File: config.mk
export PLATFORM = sky130hd
export DESIGN_NAME = top_k_highest_degree_select_flat
export DESIGN_NICKNAME = d
export VERILOG_FILES = /design/src/rtl/core/tkhd_pkg.sv /design/src/rtl/core/tkhd_stream_if.sv /design/src/rtl/core/top_k_highest_degree_select.sv /design/src/rtl/core/tkhd_cell.sv /design/src/flat_wrapper.sv
export SDC_FILE = /design/constraint.sdc
export NUM_CORES = 2
export LEC_CHECK = 0
export BUFFER_PORTS_ARGS = -buffer_cell sky130_fd_sc_hd__buf_2
export CORE_AREA = 5 5 421 423
export DETAILED_ROUTE_END_ITERATION = 6
export DIE_AREA = 0 0 426 428
export MAX_ROUTING_LAYER = met4
export PLACE_DENSITY_LB_ADDON = 0.05
export SKIP_LAST_GASP = 1
export SYNTH_ARGS = -nofsm -noshare
export SYNTH_HDL_FRONTEND = slang
export SYNTH_SLANG_ARGS = --single-unit
File: constraint.sdc
create_clock -name clk -period 22.5 [get_ports clk]
set_input_delay 4.5 -clock clk [delete_from_list [all_inputs] [get_ports clk]]
set_output_delay 4.5 -clock clk [all_outputs]
set_load 0.005 [all_outputs]
File: src/rtl/core/tkhd_pkg.sv
// shared constants, types and control structs for the top-k degree selector
package tkhd_pkg;

    localparam int MAX_KEEP = 16;
    localparam int DEG_W    = 32;
    localparam int ID_W     = 32;
    localparam int LIMIT_W  = 5;
    localparam int CNT_W    = $clog2(MAX_KEEP + 1);

    localparam logic [LIMIT_W-1:0] LIMIT_RESET = LIMIT_W'(10);

    // one kept entry
    typedef struct packed {
        logic [DEG_W-1:0] degree;
        logic [ID_W-1:0]  id;
    } entry_t;

    // per-cycle control broadcast to every cell
    typedef struct packed {
        logic load;       // insert the offer into the sorted row
        logic shift_out;  // move every entry one place toward cell 0
    } cell_ctrl_t;

endpackage

File: src/rtl/core/tkhd_stream_if.sv
// valid/ready stream interfaces for offers and kept entries
interface tkhd_offer_if;
    logic                        valid;
    logic                        ready;
    logic [tkhd_pkg::DEG_W-1:0]  node_degree;
    logic [tkhd_pkg::ID_W-1:0]   node_id;
    logic                        offer_last;

    modport source (output valid, node_degree, node_id, offer_last, input ready);
    modport sink   (input valid, node_degree, node_id, offer_last, output ready);
endinterface

interface tkhd_kept_if;
    logic                        valid;
    logic                        ready;
    logic [tkhd_pkg::DEG_W-1:0]  kept_degree_out;
    logic [tkhd_pkg::ID_W-1:0]   kept_id_out;
    logic                        readout_last;

    modport source (output valid, kept_degree_out, kept_id_out, readout_last, input ready);
    modport sink   (input valid, kept_degree_out, kept_id_out, readout_last, output ready);
endinterface

File: src/rtl/core/top_k_highest_degree_select.sv
// top level: sorted cell row, fill count and readout control for top-k selection
//
//  channel   dir  signals                                      transfer
//  offer     in   node_degree, node_id, offer_last             valid & ready
//  kept      out  kept_degree_out, kept_id_out, readout_last   valid & ready
//  cfg       in   cfg_we, cfg_wdata (keep_limit)               cfg_we
//
//  one offer is taken every cycle outside readout: a parallel compare over all cells and a one-place
//  shift insert it in the cycle it transfers.
//  after a last offer the block sends the held entries, one per cycle, highest first;
//  offer.ready is low until the last held entry is sent (entries held: 1 to MAX_KEEP).
//  a stalled kept channel holds the head entry and stretches the readout.
//  reset empties the row and sets keep_limit to 10; cell contents are not cleared.
module top_k_highest_degree_select (
    input  logic                          clk,
    input  logic                          rst_n,
    input  logic                          cfg_we,
    input  logic [tkhd_pkg::LIMIT_W-1:0]  cfg_wdata,
    tkhd_offer_if.sink                    offer,
    tkhd_kept_if.source                   kept
);

    localparam int N = tkhd_pkg::MAX_KEEP;
    localparam int W = tkhd_pkg::CNT_W;

    logic [tkhd_pkg::LIMIT_W-1:0] limit_reg;
    logic [W-1:0]                 count_reg;
    logic [W-1:0]                 count_next;
    logic                         readout_reg;
    logic                         readout_next;

    logic [W-1:0]                 eff_limit;
    logic                         offer_xfer;
    logic                         kept_xfer;
    logic                         below_limit;
    logic                         beats_held;
    logic                         do_insert;
    tkhd_pkg::cell_ctrl_t         ctrl;
    tkhd_pkg::entry_t             offer_entry;

    logic                         held     [N];
    logic                         ge       [N];
    logic                         prev_ge  [N];
    tkhd_pkg::entry_t             cell_q   [N];
    tkhd_pkg::entry_t             prev_e   [N];
    tkhd_pkg::entry_t             next_e   [N];

    // handshakes
    assign offer.ready = !readout_reg;
    assign offer_xfer  = offer.valid && offer.ready;
    assign kept_xfer   = kept.valid && kept.ready;

    // limit of zero acts as one, above capacity saturates
    always_comb
    begin
        if (limit_reg == '0)
            eff_limit = W'(1);
        else if (32'(limit_reg) > N)
            eff_limit = W'(N);
        else
            eff_limit = W'(limit_reg);
    end

    assign offer_entry.degree = offer.node_degree;
    assign offer_entry.id     = offer.node_id;

    // neighbor wiring along the row
    always_comb
    begin
        for (int i = 0; i < N; i++)
        begin
            held[i] = (count_reg > W'(i));
            if (i == 0)
            begin
                prev_ge[i] = 1'b1;
                prev_e[i]  = offer_entry;
            end
            else
            begin
                prev_ge[i] = ge[i-1];
                prev_e[i]  = cell_q[i-1];
            end
            if (i == N - 1)
                next_e[i] = cell_q[i];
            else
                next_e[i] = cell_q[i+1];
        end
    end

    // offer beats the lowest held entry when any held cell ranks below it
    always_comb
    begin
        beats_held = 1'b0;
        for (int i = 0; i < N; i++)
            beats_held = beats_held || (held[i] && !ge[i]);
    end

    assign below_limit = (count_reg < eff_limit);
    assign do_insert   = below_limit || beats_held;
    assign ctrl.load      = offer_xfer && do_insert;
    assign ctrl.shift_out = kept_xfer;

    // cell row
    for (genvar g = 0; g < N; g++)
    begin : g_cell
        tkhd_cell u_cell (
            .clk          (clk),
            .ctrl         (ctrl),
            .offer_degree (offer.node_degree),
            .offer_entry  (offer_entry),
            .held         (held[g]),
            .prev_ge      (prev_ge[g]),
            .prev_entry   (prev_e[g]),
            .next_entry   (next_e[g]),
            .ge           (ge[g]),
            .entry        (cell_q[g])
        );
    end

    // fill count and readout mode
    always_comb
    begin
        count_next   = count_reg;
        readout_next = readout_reg;
        if (offer_xfer)
        begin
            if (below_limit)
                count_next = count_reg + W'(1);
            if (offer.offer_last)
                readout_next = 1'b1;
        end
        else if (kept_xfer)
        begin
            count_next = count_reg - W'(1);
            if (count_reg == W'(1))
                readout_next = 1'b0;
        end
    end

    // control registers
    always_ff @(posedge clk or negedge rst_n)
    begin
        if (!rst_n)
        begin
            limit_reg   <= tkhd_pkg::LIMIT_RESET;
            count_reg   <= '0;
            readout_reg <= 1'b0;
        end
        else
        begin
            if (cfg_we)
                limit_reg <= cfg_wdata;
            count_reg   <= count_next;
            readout_reg <= readout_next;
        end
    end

    // the head cell drives the readout
    assign kept.valid           = readout_reg;
    assign kept.kept_degree_out = cell_q[0].degree;
    assign kept.kept_id_out     = cell_q[0].id;
    assign kept.readout_last    = (count_reg == W'(1));

endmodule

File: src/rtl/core/tkhd_cell.sv
// one cell of the sorted entry row: compare against the offer, hold, load or shift
module tkhd_cell (
    input  logic                        clk,
    input  tkhd_pkg::cell_ctrl_t        ctrl,
    input  logic [tkhd_pkg::DEG_W-1:0]  offer_degree,
    input  tkhd_pkg::entry_t            offer_entry,
    input  logic                        held,
    input  logic                        prev_ge,
    input  tkhd_pkg::entry_t            prev_entry,
    input  tkhd_pkg::entry_t            next_entry,
    output logic                        ge,
    output tkhd_pkg::entry_t            entry
);

    tkhd_pkg::entry_t entry_reg;
    tkhd_pkg::entry_t entry_next;

    // held entry ranks at or above the offer (earlier arrival wins ties)
    assign ge    = held && (entry_reg.degree >= offer_degree);
    assign entry = entry_reg;

    // insert: keep if ranking at or above, take offer at the boundary, else shift down; shift_out takes the next entry
    always_comb
    begin
        entry_next = entry_reg;
        if (ctrl.load)
        begin
            if (ge)
                entry_next = entry_reg;
            else if (prev_ge)
                entry_next = offer_entry;
            else
                entry_next = prev_entry;
        end
        else if (ctrl.shift_out)
        begin
            entry_next = next_entry;
        end
    end

    // payload register, no reset
    always_ff @(posedge clk)
    begin
        entry_reg <= entry_next;
    end

endmodule
File: src/flat_wrapper.sv
// flat-port wrapper written by rule: the top's interface ports become plain ports
module top_k_highest_degree_select_flat 
  (clk, rst_n, cfg_we, cfg_wdata, offer_valid, offer_node_degree, offer_node_id, offer_offer_last, offer_ready, kept_valid, kept_kept_degree_out, kept_kept_id_out, kept_readout_last, kept_ready);
  tkhd_offer_if offer_i ();
  tkhd_kept_if kept_i ();
  input  logic clk;
  input  logic rst_n;
  input  logic cfg_we;
  input  logic [tkhd_pkg::LIMIT_W-1:0] cfg_wdata;
  input wire logic [$bits(offer_i.valid)-1:0] offer_valid;
  input wire logic [$bits(offer_i.node_degree)-1:0] offer_node_degree;
  input wire logic [$bits(offer_i.node_id)-1:0] offer_node_id;
  input wire logic [$bits(offer_i.offer_last)-1:0] offer_offer_last;
  output wire logic [$bits(offer_i.ready)-1:0] offer_ready;
  output wire logic [$bits(kept_i.valid)-1:0] kept_valid;
  output wire logic [$bits(kept_i.kept_degree_out)-1:0] kept_kept_degree_out;
  output wire logic [$bits(kept_i.kept_id_out)-1:0] kept_kept_id_out;
  output wire logic [$bits(kept_i.readout_last)-1:0] kept_readout_last;
  input wire logic [$bits(kept_i.ready)-1:0] kept_ready;
  assign offer_i.valid = offer_valid;
  assign offer_i.node_degree = offer_node_degree;
  assign offer_i.node_id = offer_node_id;
  assign offer_i.offer_last = offer_offer_last;
  assign offer_ready = offer_i.ready;
  assign kept_valid = kept_i.valid;
  assign kept_kept_degree_out = kept_i.kept_degree_out;
  assign kept_kept_id_out = kept_i.kept_id_out;
  assign kept_readout_last = kept_i.readout_last;
  assign kept_i.ready = kept_ready;
  top_k_highest_degree_select u_core (.clk(clk), .rst_n(rst_n), .cfg_we(cfg_we), .cfg_wdata(cfg_wdata), .offer(offer_i), .kept(kept_i));
endmodule
==> results.md <==
* Worst reg2reg path depth at 14
* Core box area at 173000 um2
* Mux cell area share after synthesis at 0.295
* Post-synthesis sequential area ratio at 0.451
* DIE WIDTH at 426 um
* Worst Path Arrival at 13.18 ns
* Post-synth top area cell: edfxtp_1
* Met2 Routed Length at 102000 um
* Syn Inst Count at 5177
* Hpwl dp at 141000 um
* Area share of fa/ha/maj cells after synthesis at 0.0950
* Port bufs at 141
* Final net count at 5761
* Power Dens Cells at 166 nW/um2
* Area of the die at 182000 um2
* Layout area overhead at 9.65%
* Fin. Hold Viols at 0
* Static leakage at 29.7 nW
* First-pass GRT wire length at 316000 um
* DR DRC count at 0
* Vias in the first global route at 43700
* Final ANT Viol Nets at 0
* Die height at 428 um
* R2r setup slk at 13.88 ns
* Aggregate global-route resource usage at 0.241
* Antenna violations before repair at 7
* Max Cap Viol at 0
* TritonRoute pass-1 iters at 5
* Max Used Layer: met4
* CP Capture Type: flip-flop
* Slowest-stage cell, CP: a2111oi_0
* Routability cong. at 0.882
* Number of vias per cell at 5.63
* Largest net degree at the start of global routing at 150
* Share of layout cells above drive strength 1 at 0.377
* Met1 wire length at 104000 um
* CTS resizes at 0
* Worst reg2reg path startpoint: u_core.g_cell[7].u_cell.entry[54]
* Clock Tree Root: clkbuf_16
* Worst path cell trace: buf_2 > inv_1 > buf_4 > ha_1 > and4_1 > a221o_1 > a2111oi_0 > nand3_1 > o2111ai_1 > or4_1 > o31a_2 > buf_4 > buf_4 > buf_4 > buf_12 > mux2_2
* CTS Hold Buffers Added at 0
* FF-to-FF End: u_core.g_cell[14].u_cell.entry[22]
* Row count at 153
* Max reg flops at 1024
* Synth Area in XOR/XNOR at 0.000510
* Yosys cell types at 68
* Later-pin clock latency in the skew report at 0.78 ns
* Final core utilization at 0.436
* Min Clock Period, post-route at 12.67 ns
* Largest family of logic cells by synthesized area: multiplexers
* Initial DRC count at 3249
* Ports at 142
* Final count of pins violating max slew at 0
* Total Wirelength at 220000 um
* Simple-Gate Fraction of Synth Area at 0.0507
* CP Launch Type: input port
* Most common cell on crit path: buf_4
* CP Class: in -> reg
* Ranking of synthesized cells by area: edfxtp_1 45%, mux2_4 17%, mux2_2 12%, ha_1 9.5%, o21ai_0 3.4%
* Synth Register Bits at 1035
* Area fraction in compound gates after synthesis at 0.0695
* CP required at 23.01 ns
* Crit path launch: offer_node_degree[20]
* Syn. warnings at 0
* Number of enable flip-flop cells after synthesis at 1024
* Vias at 42800
* RSZ-0062 raised after global routing: false
* Worst Clk Skew at 0.0311 ns
* Worst-Margin Slew at 1.35 ns
* Clk slew on worst S/H paths at 0.06 ns
* Post-CTS setup buffer count at 0
* Peak supply drop at 0.169 mV
* Syn_nets at 5774
* Worst setup endpoint: u_core.g_cell[14].u_cell.entry[22]
* F_max at 78.9 MHz
* Hold WS at 0.522 ns
* H-tree levels at 4
* CP max FO at 127
* CP peak stage delay at 1.16 ns
* Final setup TNS at 0 ns
* Hold WC Path Type: reg -> reg
* Grt total ovfl at 0
* Status: completed
* Clk sinks at 1035
* Fillers at 16100
* Slew Limit Headroom at 0.0752
* Top_reg_cell synth: edfxtp_1
* Synthesized cell area at 68700 um2
* CTS tree: yes
* CTS Buf Count at 137
* Tot Pwr at 0.0125 W
* Final setup violation count at 0
* Clock tree buffer depth at 3
* DR WL/cell at 28.9 um
* Yosys top cell area share at 0.447
* Initial core utilization at 0.397
* FFs w/ async S/R, synth at 0.0106
* Mapped Avg Cell Area at 13.3 um2
* Tcrit/Tclk final at 0.563
* Met3 wire length at 7890 um
## cell families (layout without fill, tap and decap cells)
| group | count (synthesis) | after routing |
|---|---|---|
| AND/OR/NAND/NOR | 786 | 786 |
| buffers and inverters | 450 | 542 |
| flip-flops | 1035 | 1035 |
| multiplexers | 1552 | 1552 |
| other | 0 | 4 |
| AO/OA/AOI/OAI | 828 | 828 |
| XOR/XNOR | 4 | 4 |
| adder cells (fa/ha/maj) | 522 | 522 |
## cells in the mapped netlist (8+ instances only)
master        n
mux2i_1      28
mux2_2      762
nand3_1      37
buf_6        86
nor3_1       20
edfxtp_1   1024
buf_1         8
o31ai_1      10
mux2_4      760
nand4_1      68
and4_1       18
a2111oi_0    14
a22o_1       15
clkbuf_1    213
o21a_1       16
a31oi_1       9
inv_1        60
dfrtp_1       9
nand2_1     500
nor2_1       72
buf_4        64
nor2b_1      10
nand2b_1     22
buf_2        19
ha_1        522
a21oi_1     167
a221oi_1     11
a211oi_1     15
a221o_1       9
a21o_1       40
o21ai_0     461
## worst max-delay path: cells and delay by family
family | cells | cell delay, ns
buffers and inverters | 7 | 4.46
AOI/OAI and AO/OA | 4 | 2.50
and+or+nand+nor | 3 | 0.60
muxes | 1 | 0.42
adders and majority gates | 1 | 0.26
## report_power, final
group	leakage (nW)	total [W]	internal, W	switching (W)
clock	2.10	0.00217	0.00127	0.000899
sequential	9.99	0.00434	0.00357	0.000773
combinational	17.6	0.00599	0.00289	0.00310
total	29.7	0.0125	0.00773	0.00477
## cell type report
cell class	instances	area, um2	share of cell area
antenna	4	10.0	0.000133
clock buffer	177	3680	0.0489
multi-input combinational	3692	35400	0.470
clock inverter	67	626	0.00830
inverter	60	225	0.00299
sequential	1035	31000	0.412
timing repair buffer	238	1470	0.0195
tap	2325	2910	0.0386
## worst min path at each step
stage | depth (start not counted) | end | from | slack [ns]
after floorplan | 1 | u_core.limit_reg[0] | u_core.limit_reg[0] | 0.48
after detailed placement | 1 | u_core.limit_reg[0] | u_core.limit_reg[0] | 0.52
after global routing | 1 | u_core.limit_reg[0] | u_core.limit_reg[0] | 0.55
after global placement | 1 | u_core.limit_reg[0] | u_core.limit_reg[0] | 0.51
final | 1 | u_core.limit_reg[0] | u_core.limit_reg[0] | 0.52
after CTS | 1 | u_core.limit_reg[0] | u_core.limit_reg[0] | 0.53
## placed cells by master (no fill, tap or decap), types with 35 or more instances in the layout
| master | n |
|---|---|
| edfxtp_1 | 1024 |
| mux2_2 | 762 |
| mux2_4 | 760 |
| ha_1 | 522 |
| nand2_1 | 497 |
| o21ai_0 | 460 |
| a21oi_1 | 165 |
| clkbuf_16 | 142 |
| buf_2 | 141 |
| buf_4 | 94 |
| nor2_1 | 72 |
| nand4_1 | 68 |
| inv_1 | 60 |
| a21o_1 | 39 |
| nand3_1 | 37 |
| clkbuf_1 | 35 |
## metrics by stage
step           worst slack, ns  area, um2  instances
2_1_floorplan            10.05      68700       5177
3_3_place_gp              8.89      71100       7350
3_5_place_dp              8.90      71100       7350
4_1_cts                   9.69      75400       7594
5_1_grt                   9.61      75400       7596
6_report                  9.83      75400       7598
## routing by layer
| layer | vias to the layer above | track usage |
|---|---|---|
| li1 | 19800 | - |
| met1 | 22000 | 0.329 |
| met2 | 829 | 0.382 |
| met3 | 246 | 0.0305 |
| met4 | 0 | 0.0576 |
| met5 | - | - |
(Power assumes the default switching activity.)
